==> src/rtl/core/sslc_pkg.sv <==
// Shared types and constants of the soft-switch and language-card controller.
`default_nettype none

package sslc_pkg;

    typedef enum logic [1:0] {
        OP_PAGE_READ   = 2'd0,
        OP_SWITCH_SET  = 2'd1,
        OP_KEY_ARRIVAL = 2'd2,
        OP_EXP_RELEASE = 2'd3
    } op_t;

    typedef enum logic [2:0] {
        DEV_NONE     = 3'd0,
        DEV_SPEAKER  = 3'd1,
        DEV_CASSETTE = 3'd2,
        DEV_BUTTON   = 3'd3,
        DEV_ANALOG   = 3'd4,
        DEV_PADDLE   = 3'd5,
        DEV_PRINTER  = 3'd6,
        DEV_FLOPPY   = 3'd7
    } dev_t;

    // High nibble of the page address.
    localparam logic [3:0] PG_KEYBOARD = 4'h0;
    localparam logic [3:0] PG_STATUS   = 4'h1;
    localparam logic [3:0] PG_CASSETTE = 4'h2;
    localparam logic [3:0] PG_SPEAKER  = 4'h3;
    localparam logic [3:0] PG_DISPLAY  = 4'h5;
    localparam logic [3:0] PG_GAME_IO  = 4'h6;
    localparam logic [3:0] PG_PADDLE   = 4'h7;
    localparam logic [3:0] PG_BANK     = 4'h8;
    localparam logic [3:0] PG_PRINTER  = 4'h9;
    localparam logic [3:0] PG_FLOPPY   = 4'hE;

    // Low nibble within the status group.
    localparam logic [3:0] ST_KEY_CLEAR  = 4'h0;
    localparam logic [3:0] ST_BANK2      = 4'h1;
    localparam logic [3:0] ST_READ_RAM   = 4'h2;
    localparam logic [3:0] ST_MODE_FIRST = 4'h3;
    localparam logic [3:0] ST_MODE_LAST  = 4'h8;
    localparam logic [3:0] ST_TEXT       = 4'hA;
    localparam logic [3:0] ST_MIXED      = 4'hB;
    localparam logic [3:0] ST_PAGE2      = 4'hC;
    localparam logic [3:0] ST_HIRES      = 4'hD;
    localparam logic [3:0] ST_ALTCHAR    = 4'hE;
    localparam logic [3:0] ST_COL80      = 4'hF;

    // Low nibble within the display, game and paddle groups.
    localparam logic [3:0] DSP_DHIRES_ON  = 4'hE;
    localparam logic [3:0] DSP_DHIRES_OFF = 4'hF;
    localparam logic [3:0] GIO_ANALOG     = 4'h4;
    localparam logic [3:0] GIO_STATE      = 4'h8;
    localparam logic [3:0] PAD_RESET      = 4'h0;

    // Bit positions in the memory mode byte.
    localparam int unsigned MM_AUXREAD  = 0;
    localparam int unsigned MM_AUXWRITE = 1;
    localparam int unsigned MM_CXROM    = 2;
    localparam int unsigned MM_ALTZP    = 3;
    localparam int unsigned MM_ALTCHAR  = 6;
    localparam int unsigned MM_COL80    = 7;

    localparam logic [7:0] STAT_ON = 8'h80;

    typedef struct packed {
        op_t        operation;
        logic [7:0] address_low;
        logic [2:0] switch_index;
        logic       switch_value;
        logic [6:0] key_code;
    } req_t;

    typedef struct packed {
        logic [7:0] read_data;
        dev_t       device_request;
        logic [3:0] device_register;
        logic       high_read_ram;
        logic       high_bank2;
        logic       high_write_enable;
        logic       alt_zero_page_out;
        logic       internal_rom_out;
        logic [2:0] active_slot;
    } rsp_t;

endpackage

`default_nettype wire

==> src/rtl/core/sslc_if.sv <==
// Request and result channel interfaces of the soft-switch controller.
`default_nettype none

interface sslc_req_if;
    logic          valid;
    logic          ready;
    sslc_pkg::req_t data;

    modport source (output valid, output data, input ready);
    modport sink (input valid, input data, output ready);
endinterface

interface sslc_rsp_if;
    logic          valid;
    logic          ready;
    sslc_pkg::rsp_t data;

    modport source (output valid, output data, input ready);
    modport sink (input valid, input data, output ready);
endinterface

`default_nettype wire

==> src/rtl/core/soft_switch_language_card_ctrl.sv <==
// Soft-switch page decoder with language-card bank switching of high RAM.
//
// Usage: every request on the req channel (page read, write-side switch set,
// key arrival or expansion release) produces exactly one result on the rsp
// channel. Both channels use valid/ready; a request is taken at a clock edge
// where both are high. The result carries the byte read, a forwarded device
// request code and the memory map state after the request.
// The request is captured in an input register, then the decode and switch
// update run into the result register. Throughput is one request per cycle
// while rsp does not stall; the decode of one registered request
// is the only work between the two registers.
// While rsp stalls, one further request is still taken into the input
// register; after that req.ready falls until the result is taken.
// Reset clears every switch, the keyboard latch, the bank-switch logic and
// both pipeline stages; no request is taken while rst_n is low.
`default_nettype none

module soft_switch_language_card_ctrl (
    input  wire logic  clk,
    input  wire logic  rst_n,
    sslc_req_if.sink   req,
    sslc_rsp_if.source rsp
);

    logic           s1_valid_reg;
    sslc_pkg::req_t s1_req_reg;
    logic           rsp_valid_reg;
    sslc_pkg::rsp_t rsp_data_reg;
    logic           advance;

    logic [7:0] kbd_reg, kbd_next;
    logic       text_reg, text_next;
    logic       mixed_reg, mixed_next;
    logic       page2_reg, page2_next;
    logic       hires_reg, hires_next;
    logic       dhires_reg, dhires_next;
    logic       bank2_reg, bank2_next;
    logic       rdram_reg, rdram_next;
    logic       preset_reg, preset_next;
    logic       wen_reg, wen_next;
    logic [7:0] mm_reg, mm_next;
    logic [2:0] slot_reg, slot_next;

    sslc_pkg::rsp_t rsp_next;

    assign advance   = s1_valid_reg && (!rsp_valid_reg || rsp.ready);
    assign req.ready = rst_n && (!s1_valid_reg || advance);
    assign rsp.valid = rsp_valid_reg;
    assign rsp.data  = rsp_data_reg;

    always_ff @(posedge clk or negedge rst_n) begin
        if (!rst_n) begin
            s1_valid_reg  <= 1'b0;
            rsp_valid_reg <= 1'b0;
        end
        else begin
            if (req.ready) begin
                s1_valid_reg <= req.valid;
            end
            if (advance) begin
                rsp_valid_reg <= 1'b1;
            end
            else if (rsp.ready) begin
                rsp_valid_reg <= 1'b0;
            end
        end
    end

    always_ff @(posedge clk) begin
        if (req.valid && req.ready) begin
            s1_req_reg <= req.data;
        end
        if (advance) begin
            rsp_data_reg <= rsp_next;
        end
    end

    always_ff @(posedge clk or negedge rst_n) begin
        if (!rst_n) begin
            kbd_reg    <= '0;
            text_reg   <= 1'b0;
            mixed_reg  <= 1'b0;
            page2_reg  <= 1'b0;
            hires_reg  <= 1'b0;
            dhires_reg <= 1'b0;
            bank2_reg  <= 1'b0;
            rdram_reg  <= 1'b0;
            preset_reg <= 1'b0;
            wen_reg    <= 1'b0;
            mm_reg     <= '0;
            slot_reg   <= '0;
        end
        else if (advance) begin
            kbd_reg    <= kbd_next;
            text_reg   <= text_next;
            mixed_reg  <= mixed_next;
            page2_reg  <= page2_next;
            hires_reg  <= hires_next;
            dhires_reg <= dhires_next;
            bank2_reg  <= bank2_next;
            rdram_reg  <= rdram_next;
            preset_reg <= preset_next;
            wen_reg    <= wen_next;
            mm_reg     <= mm_next;
            slot_reg   <= slot_next;
        end
    end

    always_comb begin
        logic [3:0]     hi;
        logic [3:0]     lo;
        logic [7:0]     data;
        sslc_pkg::dev_t dev;
        logic [2:0]     mode_sel;

        hi       = s1_req_reg.address_low[7:4];
        lo       = s1_req_reg.address_low[3:0];
        data     = '0;
        dev      = sslc_pkg::DEV_NONE;
        mode_sel = 3'(lo - sslc_pkg::ST_MODE_FIRST);

        kbd_next    = kbd_reg;
        text_next   = text_reg;
        mixed_next  = mixed_reg;
        page2_next  = page2_reg;
        hires_next  = hires_reg;
        dhires_next = dhires_reg;
        bank2_next  = bank2_reg;
        rdram_next  = rdram_reg;
        preset_next = preset_reg;
        wen_next    = wen_reg;
        mm_next     = mm_reg;
        slot_next   = slot_reg;

        case (s1_req_reg.operation)
            sslc_pkg::OP_PAGE_READ:
            begin
                case (hi)
                    sslc_pkg::PG_KEYBOARD:
                    begin
                        data = kbd_reg;
                    end
                    sslc_pkg::PG_STATUS:
                    begin
                        if (lo == sslc_pkg::ST_KEY_CLEAR) begin
                            kbd_next = {1'b0, kbd_reg[6:0]};
                        end
                        else if (lo == sslc_pkg::ST_BANK2) begin
                            data = bank2_reg ? sslc_pkg::STAT_ON : '0;
                        end
                        else if (lo == sslc_pkg::ST_READ_RAM) begin
                            data = rdram_reg ? sslc_pkg::STAT_ON : '0;
                        end
                        else if (lo >= sslc_pkg::ST_MODE_FIRST
                                 && lo <= sslc_pkg::ST_MODE_LAST) begin
                            data = mm_reg[mode_sel] ? sslc_pkg::STAT_ON : '0;
                        end
                        else if (lo == sslc_pkg::ST_TEXT) begin
                            data = text_reg ? sslc_pkg::STAT_ON : '0;
                        end
                        else if (lo == sslc_pkg::ST_MIXED) begin
                            data = mixed_reg ? sslc_pkg::STAT_ON : '0;
                        end
                        else if (lo == sslc_pkg::ST_PAGE2) begin
                            data = page2_reg ? sslc_pkg::STAT_ON : '0;
                        end
                        else if (lo == sslc_pkg::ST_HIRES) begin
                            data = hires_reg ? sslc_pkg::STAT_ON : '0;
                        end
                        else if (lo == sslc_pkg::ST_ALTCHAR) begin
                            data = mm_reg[sslc_pkg::MM_ALTCHAR] ? sslc_pkg::STAT_ON : '0;
                        end
                        else if (lo == sslc_pkg::ST_COL80) begin
                            data = mm_reg[sslc_pkg::MM_COL80] ? sslc_pkg::STAT_ON : '0;
                        end
                    end
                    sslc_pkg::PG_CASSETTE:
                    begin
                        dev = sslc_pkg::DEV_CASSETTE;
                    end
                    sslc_pkg::PG_SPEAKER:
                    begin
                        dev = sslc_pkg::DEV_SPEAKER;
                    end
                    sslc_pkg::PG_DISPLAY:
                    begin
                        // Lower eight addresses clear or set the four display
                        // flags in pairs; bit 0 is the new value.
                        if (!lo[3]) begin
                            case (lo[2:1])
                                2'd0:    text_next  = lo[0];
                                2'd1:    mixed_next = lo[0];
                                2'd2:    page2_next = lo[0];
                                default: hires_next = lo[0];
                            endcase
                        end
                        else if (lo == sslc_pkg::DSP_DHIRES_ON) begin
                            dhires_next = 1'b1;
                        end
                        else if (lo == sslc_pkg::DSP_DHIRES_OFF) begin
                            dhires_next = 1'b0;
                        end
                    end
                    sslc_pkg::PG_GAME_IO:
                    begin
                        if (lo < sslc_pkg::GIO_ANALOG) begin
                            dev = sslc_pkg::DEV_BUTTON;
                        end
                        else if (lo < sslc_pkg::GIO_STATE) begin
                            dev = sslc_pkg::DEV_ANALOG;
                        end
                        else if (lo == sslc_pkg::GIO_STATE) begin
                            data = {mm_reg[sslc_pkg::MM_ALTZP], page2_reg,
                                    mm_reg[sslc_pkg::MM_AUXREAD],
                                    mm_reg[sslc_pkg::MM_AUXWRITE], 1'b0,
                                    bank2_reg, 1'b0, mm_reg[sslc_pkg::MM_CXROM]};
                        end
                    end
                    sslc_pkg::PG_PADDLE:
                    begin
                        if (lo == sslc_pkg::PAD_RESET) begin
                            dev = sslc_pkg::DEV_PADDLE;
                        end
                    end
                    sslc_pkg::PG_BANK:
                    begin
                        // Two odd accesses in a row enable writes; an even
                        // access disarms the sequence and write-protects.
                        bank2_next = !lo[3];
                        rdram_next = !(lo[1] ^ lo[0]);
                        if (lo[0]) begin
                            preset_next = 1'b1;
                            wen_next    = wen_reg | preset_reg;
                        end
                        else begin
                            preset_next = 1'b0;
                            wen_next    = 1'b0;
                        end
                    end
                    default:
                    begin
                        // Slot groups 9 through F select slots 1 through 7.
                        if (hi[3]) begin
                            slot_next = hi[2:0];
                            if (hi == sslc_pkg::PG_PRINTER) begin
                                dev = sslc_pkg::DEV_PRINTER;
                            end
                            else if (hi == sslc_pkg::PG_FLOPPY) begin
                                dev = sslc_pkg::DEV_FLOPPY;
                            end
                        end
                    end
                endcase
            end
            sslc_pkg::OP_SWITCH_SET:
            begin
                mm_next[s1_req_reg.switch_index] = s1_req_reg.switch_value;
            end
            sslc_pkg::OP_KEY_ARRIVAL:
            begin
                kbd_next = {1'b1, s1_req_reg.key_code};
            end
            default:
            begin
                mm_next[sslc_pkg::MM_CXROM] = 1'b0;
                slot_next = '0;
            end
        endcase

        rsp_next.read_data         = data;
        rsp_next.device_request    = dev;
        rsp_next.device_register   = (dev != sslc_pkg::DEV_NONE) ? lo : '0;
        rsp_next.high_read_ram     = rdram_next;
        rsp_next.high_bank2        = bank2_next;
        rsp_next.high_write_enable = wen_next;
        rsp_next.alt_zero_page_out = mm_next[sslc_pkg::MM_ALTZP];
        rsp_next.internal_rom_out  = mm_next[sslc_pkg::MM_CXROM];
        rsp_next.active_slot       = slot_next;
    end

    a_dev_reg_needs_request: assert property (@(posedge clk) disable iff (!rst_n)
        rsp_valid_reg && rsp_data_reg.device_request == sslc_pkg::DEV_NONE
            |-> rsp_data_reg.device_register == 4'h0)
        else $error("device register set without a device request");

    a_write_enable_after_preset: assert property (@(posedge clk) disable iff (!rst_n)
        $rose(wen_reg) |-> $past(preset_reg))
        else $error("high RAM write enable rose without an armed preset");

    a_key_sets_strobe: assert property (@(posedge clk) disable iff (!rst_n)
        advance && s1_req_reg.operation == sslc_pkg::OP_KEY_ARRIVAL |=> kbd_reg[7])
        else $error("key arrival did not set the keyboard strobe");

    a_advance_gives_result: assert property (@(posedge clk) disable iff (!rst_n)
        advance |=> rsp_valid_reg && rsp_data_reg.high_write_enable == wen_reg)
        else $error("decoded request did not reach the result register");

endmodule

`default_nettype wire

==> src/flat_wrapper.sv <==
// flat-port wrapper written by rule: the top's interface ports become plain ports
module soft_switch_language_card_ctrl_flat 
  (clk, rst_n, req_valid, req_data, req_ready, rsp_valid, rsp_data, rsp_ready);
  sslc_req_if req_i ();
  sslc_rsp_if rsp_i ();
  input  wire logic clk;
  input  wire logic rst_n;
  input wire logic [$bits(req_i.valid)-1:0] req_valid;
  input wire logic [$bits(req_i.data)-1:0] req_data;
  output wire logic [$bits(req_i.ready)-1:0] req_ready;
  output wire logic [$bits(rsp_i.valid)-1:0] rsp_valid;
  output wire logic [$bits(rsp_i.data)-1:0] rsp_data;
  input wire logic [$bits(rsp_i.ready)-1:0] rsp_ready;
  assign req_i.valid = req_valid;
  assign req_i.data = req_data;
  assign req_ready = req_i.ready;
  assign rsp_valid = rsp_i.valid;
  assign rsp_data = rsp_i.data;
  assign rsp_i.ready = rsp_ready;
  soft_switch_language_card_ctrl u_core (.clk(clk), .rst_n(rst_n), .req(req_i), .rsp(rsp_i));
endmodule
==> config.mk <==
export PLATFORM = sky130hd
export DESIGN_NAME = soft_switch_language_card_ctrl_flat
export DESIGN_NICKNAME = d
export VERILOG_FILES = /design/src/rtl/core/sslc_pkg.sv /design/src/rtl/core/sslc_if.sv /design/src/rtl/core/soft_switch_language_card_ctrl.sv /design/src/flat_wrapper.sv
export SDC_FILE = /design/constraint.sdc
export NUM_CORES = 1
export LEC_CHECK = 0
export ABC_AREA = 1
export BUFFER_PORTS_ARGS = -buffer_cell sky130_fd_sc_hd__buf_4
export CAP_MARGIN = 40
export CORE_UTILIZATION = 25
export CTS_CLUSTER_DIAMETER = 120
export CTS_CLUSTER_SIZE = 14
export DETAILED_ROUTE_END_ITERATION = 10
export MAX_ROUTING_LAYER = met4
export PLACE_DENSITY_LB_ADDON = 0.15
export SLEW_MARGIN = 20
export SYNTH_ARGS = -nofsm -noshare
export SYNTH_HDL_FRONTEND = slang
export SYNTH_SLANG_ARGS = --single-unit
==> constraint.sdc <==
create_clock -name clk -period 2 [get_ports clk]
set_clock_uncertainty 0.05 [all_clocks]
set_input_delay 0.4 -clock clk [delete_from_list [all_inputs] [get_ports clk]]
set_output_delay 0.4 -clock clk [all_outputs]
set_load 0.05 [all_outputs]
==> flow_results.org, run 1 <==
** Layout
- The number of antenna diodes in the final layout is 0.
- Nets :: roughly 460
- With fillers left out, the area of the finished cells amounts to ~4500 sq um.
- Post-route core utilization :: between 30% and 40%
- Area growth syn-to-layout :: 29.4%
- Share of final-layout standard cells stronger than drive strength 1 :: between 20% and 30%
- The register with the most flip-flops in the layout has 23 of them.

** Worst setup path
- The setup path with the least slack is of type reg2reg.
- The cell family contributing the most delay on the critical path is simple AND/OR/NAND/NOR gates.
- Worst endpoint required time :: around 2000 ps
- The slowest stage of the critical path belongs to the cell sky130_fd_sc_hd__edfxtp_1.
- CP endpoint kind :: flip-flop
- Endpoint of the most critical register-to-register path :: u_core.rsp.data[22]
- Critical register-to-register path startpoint :: u_core.s1_req_reg[11]
- Arrival time of the worst setup path :: 1900 ps
- STA classifies the critical path startpoint as a flip-flop.
- Traced cell by cell, the critical path runs through buf_4 > ha_1 > inv_1 > nand2_2 > nand2_2 > nand3b_4 > nand3_2 > nand2_1 > inv_1 > nand2_1 > nand2_1 > nand2_1 > a21oi_2.
- Most common cell on crit path :: sky130_fd_sc_hd__nand2_1
- R2R cell count :: 13
- Of all nets on the critical path, the largest fanout is 6.
- In this run the register-to-register setup slack is roughly 140 ps.
- Crit-path max cell delay :: between 400 and 500 ps
- The critical path contains buffers and inverters numbering 3 combined.

** Global route
- The number of global-route vias before repair came to 2665.
- Total congestion overflow :: 0
- The number of antenna violations at the first check in global routing is 0.
- Overall Global Routing Usage :: around an eighth
- Entering global routing, the biggest net connects 30 pins.
- The first global-routing pass estimated about 14000 microns of wire.

** Floorplan
- Standard-cell rows :: 42
- The core region is 13300 sq um.
- Die outline width :: 120 microns
- Vertical die dimension :: around 120 microns
- I/O pins :: 50
- Effective utilization at floorplan :: 25.9%
- The die covers 14300 sq um.

** STA
- In this run the tightest slew margin relative to its limit is approximately 70%.
- Hold timing on the final database bottoms out at a slack of 54.5 ps.
- Maximum achievable frequency :: around 540 MHz
- In the finished design, the share of the clock period the worst path needs comes to 93.1%.
- Transition time at the pin with the least slew margin :: between 400 and 500 ps
- Setup_tns :: 0 ps
- Final hold violations :: 0
- Max-slew violation count :: 0
- Setup WS post-layout :: 138 ps
- Count of final setup violators :: 0
- Subtracting the final worst setup slack from the clock period gives around 1900 ps.

** Drt
- Wires add up to 8100 microns.
- For this run, design rule violations remaining after detail routing come to 0.
- Overall via count from detail_route :: ~2600
- The detail route stage leaves a number of antenna-violating nets equal to 0.
- Before antenna repair, the detailed router went through 4 iterations.
- After detailed routing, the number of vias per cell comes to 4.25.
- Wire per inst :: approximately 13 microns
- The detailed router finished its first iteration with ~110 violations.

** Place
- At the placement stage, the worst setup path has a slack of between 80 and 90 ps.
- Detailed placer's ending HPWL :: 6120 microns
- Final RePlAce weighted congestion :: 0.831
- Area after DPL :: 4160 sq um
- Port buffering added 49 buffers.

** Yosys
- Count of cell types in the netlist :: 34
- For this run, the leading register cell type out of synthesis is sky130_fd_sc_hd__edfxtp_1.
- Number of storage elements in the synthesis netlist :: 73
- Cells after Synth :: roughly 360
- After synthesis, the share of flip-flops with an asynchronous set or reset is between 30% and 40%.
- Mapped cell area :: about 3500 sq um
- Part of the Yosys area used for sequential elements :: between 50% and 60%
- Syn_nets :: between 300 and 400
- In this run, synthesis inferred 44 flip-flops with an integrated enable.
- Ys Warns :: 0
- Dividing the synthesized area by the synthesized cell count gives a little under 10 sq um.

** Job
- The tool flagged a number of max-cap violations equal to 0.

** CTS
- Worst-case clock buffer depth :: 2
- The H-tree was split into 3 levels.
- TritonCTS built the clock tree.
- The cell sitting at the root of the clock tree is a sky130_fd_sc_hd__clkbuf_16.
- CTS saw 73 sinks.
- After clock tree synthesis, the clock-pin slew on the worst setup and hold paths is around 50 ps.
- For the worst-skew pair, the clock arrives at the later sink with an insertion delay of between 300 and 400 ps.
- Cts bufs inserted :: 9

** Power and ir drop
- The analysis attributes to cell leakage a power of roughly 2.0 nW.
- Power Density :: between 900 and 1000 nW/um^2
- Worst voltage drop across the vdd grid :: 0.000309 V

** Outcome
- The flow ran to the end, and the final reports show no timing, DRC or antenna violations.

** Hold path
- Min-delay worst type :: in2async
==> cell usage after synthesis (5+ instances only) <==
master,n,area share (%)
sky130_fd_sc_hd__inv_1,43,4.7
sky130_fd_sc_hd__nand4_1,5,0.90
sky130_fd_sc_hd__edfxtp_1,44,38
sky130_fd_sc_hd__dfrtp_1,29,21
sky130_fd_sc_hd__ha_1,9,3.3
sky130_fd_sc_hd__a22oi_1,6,1.3
sky130_fd_sc_hd__a21oi_1,9,1.3
sky130_fd_sc_hd__nand2_1,81,8.8
sky130_fd_sc_hd__o21ai_0,29,4.2
sky130_fd_sc_hd__nor2_1,25,2.7
sky130_fd_sc_hd__inv_2,12,1.3
sky130_fd_sc_hd__nor2_2,10,1.8
sky130_fd_sc_hd__nand3_1,25,3.6
==> metal layers <==
| metal | global-route usage, % | up-vias | wire, microns |
|---|---|---|---|
| li1 | - | 1332 | - |
| met1 | 16.5 | 1197 | 3910 |
| met2 | 19.5 | 47 | 3710 |
| met3 | 2.61 | 12 | 276 |
| met4 | 7.50 | 0 | 195 |
| met5 | - | - | 0 |
==> through the flow <==
stage | power [mW] | instances
floorplan | 2.41 | 357
global placement | 2.69 | 591
detailed placement | 2.70 | 592
CTS | 4.32 | 608
global route | 4.47 | 609
finish | 4.26 | 609
==> how the worst max path moves through the flow <==
| stage | from | end | slack, ps | depth (start not counted) |
|---|---|---|---|---|
| finish | u_core.s1_req_reg[11] | u_core.rsp.data[22] | 140 | 13 |
| global route | u_core.s1_req_reg[11] | u_core.rsp.data[22] | -5 | 12 |
| CTS | u_core.rsp.valid | req_ready | 70 | 6 |
| detailed placement | u_core.s1_req_reg[12] | u_core.rsp.data[22] | 90 | 12 |
| global placement | rsp_ready | u_core.s1_req_reg[14] | -20 | 5 |
| floorplan | u_core.rsp.valid | u_core.rsp.data[0] | 40 | 5 |
==> worst reg2reg max path, stage by stage, from the launching register on <==
cell and delay [ps]:
sky130_fd_sc_hd__edfxtp_1 430, sky130_fd_sc_hd__buf_4 190, sky130_fd_sc_hd__ha_1 240, sky130_fd_sc_hd__inv_1 80, sky130_fd_sc_hd__nand2_2 60, sky130_fd_sc_hd__nand2_2 70
sky130_fd_sc_hd__nand3b_4 130, sky130_fd_sc_hd__nand3_2 60, sky130_fd_sc_hd__nand2_1 50, sky130_fd_sc_hd__inv_1 30, sky130_fd_sc_hd__nand2_1 60, sky130_fd_sc_hd__nand2_1 50
sky130_fd_sc_hd__nand2_1 70, sky130_fd_sc_hd__a21oi_2 60
==> cell type report <==
class                           instances  area, sq um
Sequential cell                        73         2050
Clock inverter                          2         37.5
Tap cell                              176          220
Inverter                               55          209
Fill cell                            1430         8870
Timing Repair Buffer                   65          504
Clock buffer                           14          254
Multi-Input combinational cell        224         1200
==> where the power goes <==
group          switching (mW)  internal [mW]  total [mW]
registers               0.102           1.80        1.90
clock network           0.588           1.00        1.59
logic                   0.503          0.262       0.766
total                    1.19           3.07        4.26
==> kinds of logic after synthesis <==
family	Yosys count	share of synthesized area, %
AND/OR/NAND/NOR	157	20.5
buffers and inverters	60	6.69
flip-flops	73	59.2
adder cells (fa/ha/maj)	9	3.26
AO/OA/AOI/OAI	58	10.3
==> timing repair <==
item	in CTS	in global routing
setup buffers	0	1
resized for setup	0	4
setup endpoints to repair	0	6
hold buffers	0	0
==> placed cells by master, fill, tap and decap left out, types with 4 or more instances in the layout <==
master                      netlist  final
sky130_fd_sc_hd__buf_4            1     63
sky130_fd_sc_hd__nor2_1          25     23
sky130_fd_sc_hd__o21ai_1          3      4
sky130_fd_sc_hd__clkbuf_1         0      4
sky130_fd_sc_hd__a21oi_1          9      9
sky130_fd_sc_hd__clkbuf_16        0      9
sky130_fd_sc_hd__edfxtp_1        44     44
sky130_fd_sc_hd__o21ai_0         29     28
sky130_fd_sc_hd__inv_2           12     11
sky130_fd_sc_hd__dfrtp_1         29     29
sky130_fd_sc_hd__ha_1             9      8
sky130_fd_sc_hd__nand2_1         81     81
sky130_fd_sc_hd__nor2_2          10     11
sky130_fd_sc_hd__inv_1           43     43
sky130_fd_sc_hd__nand3_1         25     25
sky130_fd_sc_hd__nand4_1          5      5
sky130_fd_sc_hd__a22oi_1          6      6
Power figures use the tool's default switching activity.
==> inputs of run 2 (changes only) <==
--- a/config.mk
+++ b/config.mk
@@ -8,6 +8,8 @@
 export ABC_AREA = 1
 export BUFFER_PORTS_ARGS = -buffer_cell sky130_fd_sc_hd__buf_4
 export CAP_MARGIN = 40
+export CELL_PAD_IN_SITES_DETAIL_PLACEMENT = 0
+export CELL_PAD_IN_SITES_GLOBAL_PLACEMENT = 2
 export CORE_UTILIZATION = 25
 export CTS_CLUSTER_DIAMETER = 120
 export CTS_CLUSTER_SIZE = 14
==> flow_results.org, run 2 (synthesized netlist as in run 1, its figures left out) <==
** Outcome
- Status :: complete, no violations (unchanged)

** Worst setup path
- The category of the most critical setup path was reg2out (was reg2reg).
- The largest fanout on the critical path was 2 (was 6).
- The count of buffer and inverter cells on the critical path is 4 (was 3).
- Cell family contributing the most delay on the critical path :: buffers and inverters (was simple AND/OR/NAND/NOR gates)
- Critical-path cell list :: inv_1 > nor2_2 > inv_1 > o21ai_1 > inv_1 > buf_4 (was buf_4 > ha_1 > inv_1 > nand2_2 > nand2_2 > nand3b_4 > nand3_2 > nand2_1 > inv_1 > nand2_1 > nand2_1 > nand2_1 > a21oi_2)
- Crit-path max cell delay :: 340 ps (was 430 ps)
- The sort of element at the start of the critical path was a flip-flop (unchanged).
- The critical path capture point type is a primary output (was flip-flop).
- The most frequent cell on the critical path is sky130_fd_sc_hd__inv_1 (was sky130_fd_sc_hd__nand2_1).
- Arrival time of the worst setup path :: 1400 ps (was 1900 ps)
- Slowest CP cell :: sky130_fd_sc_hd__dfrtp_1 (was sky130_fd_sc_hd__edfxtp_1)
- The required time of the worst setup path came to 1550 ps (was 2040 ps).

** STA
- The number of setup violations in the final report was 0 (unchanged).
- Setup repair after global routing left no endpoint under its margin.
- Final hold violations :: 0 (unchanged)
- Post-route minimum period :: 1850 ps (was 1860 ps)
- The final-layout setup total negative slack came to 0 ps (unchanged).
- Max-slew headroom at the worst pin :: 64.7% (was 70.0%)
- Transition time at the pin with the least slew margin :: 529 ps (was 449 ps)
- The final number of max-transition violations was 0 (unchanged).
- Setup WS post-layout :: 146 ps (was 138 ps)
- The achievable frequency came to 539 MHz (was 537 MHz).
- The share of the clock period used by the worst path after layout came to 92.7% (was 93.1%).

** Drt
- The total length of routed wires was 8540 microns (was 8100 microns).
- Ratio of routed vias to standard cells :: 4.23 (was 4.25)
- First DRT Iteration DRCs :: 100 (was 109)
- DRC :: 0 (unchanged)
- The number of iterations in the first detailed-routing pass is 4 (unchanged).
- The total via count in the routed design was 2579 (was 2588).
- Wire per inst :: 14.0 microns (was 13.3 microns)
- Antenna viol nets, final :: 0 (unchanged)

** Power and ir drop
- Sw frac :: 29.5% (was 28.0%)
- Switching power total :: 1.21 mW (was 1.19 mW)
- The share of power burned in the clock network is 34.7% (was 37.3%).
- Share of total power in sequential cells :: 46.6% (was 44.7%)
- Power Density :: 921 nW/um^2 (was 951 nW/um^2)
- Cell Int Power :: 2.88 mW (was 3.07 mW)
- Worst voltage drop across the vdd grid :: 0.000296 V (was 0.000309 V)
- The power share of the combinational group was 18.8% (was 18.0%).
- The static leakage is 1.94 nW (was 1.95 nW).

** CTS
- Count of hold buffers inserted by post-cts repair :: 0 (unchanged)
- Reg clk slew, reported paths :: 60 ps (was 50 ps)
- The H-tree level count is 3 (unchanged).
- CTS sink cnt :: 73 (unchanged)
- The TritonCTS clock tree was done (unchanged).
- Cts bufs inserted :: 9 (unchanged)
- The clock root buffer was sky130_fd_sc_hd__clkbuf_16 (unchanged).
- Worst-case clock buffer depth :: 2 (unchanged)
- Worst skew pair latency :: 340 ps (about the same)

** Layout
- Antenna diode count :: 0 (unchanged)
- The synthesis-to-finish area growth is 28.4% (was 29.4%).
- The layout cell share with drive strength beyond 1 came to 27.4% (was 26.6%).
- The final core utilization came to 33.3% (was 33.5%).
- The post-route cell area came to 4440 sq um (was 4480 sq um).
- Top library cells by usage in the layout, fill and taps aside :: sky130_fd_sc_hd__nand2_1 (81), sky130_fd_sc_hd__buf_4 (66), sky130_fd_sc_hd__edfxtp_1 (44) (was sky130_fd_sc_hd__nand2_1 (81), sky130_fd_sc_hd__buf_4 (63), sky130_fd_sc_hd__edfxtp_1 (44))
- The leading cell type in the layout, fill and taps excluded is sky130_fd_sc_hd__nand2_1 (unchanged).
- The number of nets in the finished design is 464 (was 462).
- Number of fill cells :: 1392 (was 1430)
- The number of flip-flops under the largest register name came to 23 (unchanged).

** Place
- Area after DPL :: 4170 sq um (was 4160 sq um)
- The post-placement setup slack was 157 ps (was 85.4 ps).
- Port Buf Inserts :: 49 (unchanged)
- The placed wire-length estimate was 6510 microns (was 6120 microns).
- The last weighted congestion value of the routability-driven placer is 0.833 (was 0.831).

** Hold path
- Min-delay worst type :: in2async (unchanged)

** Floorplan
- The width of the die came to 120 microns (unchanged).
- The number of I/O pins is 50 (unchanged).
- Standard-cell rows :: 42 (unchanged)
- Floorplan core area :: 13300 sq um (unchanged)
- Vertical die dimension :: 120 microns (unchanged)
- Effective utilization at floorplan :: 25.9% (unchanged)
- Die ar. :: 14300 sq um (unchanged)

** Global route
- Wire length of the first global-routing pass :: 13800 microns (was 13600 microns)
- Largest net degree at the start of global routing :: 30 (unchanged)
- Total congestion overflow :: 0 (unchanged)
- The combined global-route utilization of all metal layers was 13.5% (was 13.1%).
- The number of global-route vias before repair is 2605 (was 2665).
- The number of antenna violations at the first check in global routing came to 0 (unchanged).

** Job
- The number of violations of the max-capacitance limit is 0 (unchanged).
-- run 2: area by class of cell --
class                           count  area, sq um  area share (%)
Timing Repair Buffer               67          515            11.6
Tap cell                          176          220            4.96
Clock inverter                      4         21.3           0.479
Inverter                           55          206            4.65
Clock buffer                       11          233            5.24
Sequential cell                    73         2050            46.1
Multi-Input combinational cell    224         1200            27.0
-- run 2: final timing paths --
check                                      startpoint                    to  slack, ps  cells after the start
worst min-delay path                            rst_n      u_core.hires_reg        100                      2
worst min register to register   u_core.s1_req_reg[3]     u_core.kbd_reg[3]        440                      2
max in group asynchronous                       rst_n    u_core.slot_reg[2]       1500                      2
worst max register to register  u_core.s1_req_reg[12]   u_core.rsp.data[22]        200                     12
worst max-delay path                 u_core.rsp.valid             req_ready        150                      6
min in group clk                          req_data[0]  u_core.s1_req_reg[0]        180                      1
-- run 2: metrics by stage --
stage | hold slack (ps) | cells | power [mW]
2_1_floorplan | 54.4 | 357 | 2.41
3_3_place_gp | 424 | 594 | 2.71
3_5_place_dp | 426 | 594 | 2.71
4_1_cts | 120 | 609 | 4.16
5_1_grt | 132 | 610 | 4.31
6_report | 99.7 | 610 | 4.09
-- run 2: worst reg2reg max path, delay by kind of cell, from the launching register on --
family | cells | cell delay (ps)
and+or+nand+nor | 7 | 480
adders and majority gates | 1 | 310
buffers and inverters | 3 | 220
AOI/OAI and AO/OA | 1 | 60
DFF | 1 | 410
-- run 2: layer usage --
| metal | vias up | track usage [%] | part of all wire (%) |
|---|---|---|---|
| met5 | - | - | 0 |
| met4 | 0 | 7.27 | 1.9 |
| met3 | 11 | 2.71 | 3.1 |
| met2 | 47 | 19.8 | 46 |
| met1 | 1187 | 17.6 | 49 |
| li1 | 1334 | - | - |
-- run 2: power by group through the flow --
stage	logic (mW)	clock network (mW)	registers, mW
after floorplan	0.314	0	2.10
after global placement	0.775	0	1.94
final	0.767	1.42	1.90
after detailed placement	0.773	0	1.94
after CTS	0.777	1.47	1.91
after global routing	0.847	1.53	1.93
-- run 2: repair_timing --
action | 4_1_cts | 5_1_grt
buffers inserted | 0 | 1
gates resized for setup | 1 | 3
endpoints found under the setup margin | 1 | 2
==> inputs of run 3 (changes only) <==
--- a/config.mk
+++ b/config.mk
@@ -16,6 +16,7 @@
 export DETAILED_ROUTE_END_ITERATION = 10
 export MAX_ROUTING_LAYER = met4
 export PLACE_DENSITY_LB_ADDON = 0.15
+export SETUP_SLACK_MARGIN = 0.4
 export SLEW_MARGIN = 20
 export SYNTH_ARGS = -nofsm -noshare
 export SYNTH_HDL_FRONTEND = slang
==> flow_results.org, run 3 (synthesized netlist as in run 1, its figures left out) <==
** Place
- Final RePlAce weighted congestion :: 0.835 (was 0.833)
- The instance area at placement is 4160 sq um (was 4170 sq um).
- The placed wire-length estimate is 6350 microns (was 6510 microns).
- The post-placement setup slack came to 135 ps (was 157 ps).
- The number of port buffers was 49 (unchanged).

** STA
- The worst slew margin relative to its limit came to 70.9% (was 64.7%).
- Final hold violations :: 0 (unchanged)
- Post-route minimum period :: 1740 ps (was 1850 ps)
- The final-layout worst hold slack is 107 ps (was 99.7 ps).
- The final number of max-transition violations came to 0 (unchanged).
- The number of setup violations in the final report was 0 (unchanged).
- Unrepaired setup endpoints after global routing: yes (was no).
- Transition time at the pin with the least slew margin :: 437 ps (was 529 ps)
- The final-layout setup total negative slack is 0 ps (unchanged).
- Tcrit/Tclk final :: 87.0% (was 92.7%)
- Setup WS post-layout :: 259 ps (was 146 ps)
- The achievable frequency came to 574 MHz (was 539 MHz).

** Floorplan
- The number of I/O pins is 50 (unchanged).
- Die ar. :: 14300 sq um (unchanged)
- Die outline width :: 120 microns (unchanged)
- The core region area was 13300 sq um (unchanged).
- The number of standard-cell rows in the floorplan is 42 (unchanged).
- The effective utilization at floorplan is 25.9% (unchanged).
- The vertical extent of the die is 120 microns (unchanged).

** Global route
- Number of global-route vias before repair :: 2661 (was 2605)
- Largest net degree at the start of global routing :: 37 (was 30)
- The number of antenna violations at the first check in global routing is 0 (unchanged).
- Overall Global Routing Usage :: 13.8% (was 13.5%)
- The first-pass GRT wire length was 14000 microns (was 13800 microns).
- Total congestion overflow :: 0 (unchanged)

** Worst setup path
- Critical path peak fanout :: 2 (unchanged)
- Worst setup path class :: reg2out (unchanged)
- The sort of element at the start of the critical path is a flip-flop (unchanged).
- CP endpoint kind :: primary output (unchanged)
- Buffers & Inverters on Critical Path :: 4 (unchanged)
- Critical-path cell list: inv_2 > nor2_4 > inv_2 > o21ai_2 > inv_2 > buf_8 (was inv_1 > nor2_2 > inv_1 > o21ai_1 > inv_1 > buf_4).
- Slowest CP cell :: sky130_fd_sc_hd__dfrtp_2 (was sky130_fd_sc_hd__dfrtp_1)
- The longest individual stage delay on the worst path was 370 ps (was 340 ps).
- The critical path's top delay family was flip-flops (was buffers and inverters).
- The arrival time of the worst setup path is 1290 ps (was 1400 ps).
- The required time of the worst setup path is 1550 ps (about the same).
- The most frequent cell on the critical path was sky130_fd_sc_hd__inv_2 (was sky130_fd_sc_hd__inv_1).

** Job
- MaxCap Viol Count :: 0 (unchanged)

** CTS
- Worst skew pair latency :: 340 ps (about the same)
- Reg clk slew, reported paths :: 60 ps (about the same)
- The clock root buffer is sky130_fd_sc_hd__clkbuf_16 (unchanged).
- Worst-case clock buffer depth :: 2 (unchanged)
- The H-tree level count came to 3 (unchanged).
- The TritonCTS clock tree is done (unchanged).
- The number of buffers inserted by hold repair at cts was 0 (unchanged).
- CTS sink cnt :: 73 (unchanged)
- The number of buffers added by the clock tree synthesis step was 9 (unchanged).

** Layout
- Max reg flops :: 23 (unchanged)
- The post-route cell area came to 4880 sq um (was 4440 sq um).
- Number of fill cells :: 1364 (was 1392)
- Antenna diode count :: 0 (unchanged)
- Commonest non-fill, non-tap cell in the layout :: sky130_fd_sc_hd__buf_4 (was sky130_fd_sc_hd__nand2_1)
- Area growth syn-to-layout :: 41.0% (was 28.4%)
- Post-route core utilization :: 36.5% (was 33.3%)
- The number of nets in the finished design was 480 (was 464).
- Share of final-layout standard cells stronger than drive strength 1 :: 39.2% (was 27.4%)
- Top library cells by usage in the layout, fill and taps aside :: sky130_fd_sc_hd__buf_4 (74), sky130_fd_sc_hd__nand2_1 (73), sky130_fd_sc_hd__edfxtp_1 (44) (was sky130_fd_sc_hd__nand2_1 (81), sky130_fd_sc_hd__buf_4 (66), sky130_fd_sc_hd__edfxtp_1 (44))

** Power and ir drop
- Leakage power total :: 2.10 nW (was 1.94 nW)
- Power Density :: 949 nW/um^2 (was 921 nW/um^2)
- Worst voltage drop across the vdd grid :: 0.000345 V (was 0.000296 V)

** Drt
- Wire per inst :: 14.3 microns (was 14.0 microns)
- Overall via count from detail_route :: 2699 (was 2579)
- The DRC violation count after routing is 0 (unchanged).
- Total iterations of the first detailed-routing run :: 4 (unchanged)
- The remaining number of nets flagged by the antenna check after routing was 0 (unchanged).
- The number of vias per cell is 4.30 (was 4.23).
- Routed WL :: 8990 microns (was 8540 microns)
- First DRT Iteration DRCs :: 98 (was 100)

** Outcome
- Status: complete, no violations (unchanged).

** Hold path
- The worst hold path class was in2async (unchanged).
run 3: path summary, 6_finish.rpt:
| path | endpoint | cells past startpoint | slack (ps) | from |
|---|---|---|---|---|
| setup / recovery | req_ready | 6 | 260 | u_core.rsp.valid |
| hold / removal | u_core.bank2_reg | 2 | 110 | rst_n |
| setup reg to reg | u_core.rsp.data[10] | 8 | 260 | u_core.s1_req_reg[15] |
| hold reg to reg | u_core.kbd_reg[1] | 2 | 420 | u_core.s1_req_reg[1] |
| max in group asynchronous | u_core.rsp.valid | 2 | 1460 | rst_n |
| min in group clk | u_core.s1_req_reg[5] | 1 | 180 | req_data[5] |
run 3: what timing repair did:
item	CTS	global route
resized for setup	15	46
pin swaps	2	16
gates cloned	1	0
setup endpoints to repair	45	51
setup buffers	11	11
run 3: power breakdown:
group / internal (mW) / switching, mW
sequential: 1.80 / 0.106
clock: 1.25 / 0.626
combinational: 0.299 / 0.543
run 3: worst reg2reg max path, cell delays in order (launching register included):
cell                       delay [ps]
sky130_fd_sc_hd__edfxtp_1         480
sky130_fd_sc_hd__nor2_4           160
sky130_fd_sc_hd__inv_2             70
sky130_fd_sc_hd__o21ai_4          170
sky130_fd_sc_hd__o21ai_2           90
sky130_fd_sc_hd__buf_4            130
sky130_fd_sc_hd__nand3_1           90
sky130_fd_sc_hd__and2_4           200
sky130_fd_sc_hd__nor2_2            40
run 3: cell type report:
class	count	area, sq um	share of cell area (%)
clock buffer	11	243	4.98
sequential	73	2050	42.0
timing repair buffer	82	667	13.7
tap	176	220	4.52
clock inverter	5	104	2.13
inverter	55	211	4.34
multi-input combinational	225	1380	28.4
run 3: per-layer routing:
layer	part of all wire (%)	routed length (microns)	global-route usage [%]	vias up
li1	-	-	-	1374
met1	47	4270	17.6	1259
met2	48	4330	20.7	57
met3	2.7	240	2.99	9
met4	1.6	147	6.80	0
met5	0	0	-	-
run 3: through the flow:
step	power (mW)	instances
6_report	4.63	627
5_1_grt	4.85	627
4_1_cts	4.66	616
3_5_place_dp	2.71	588
3_3_place_gp	2.71	588
2_1_floorplan	2.43	357
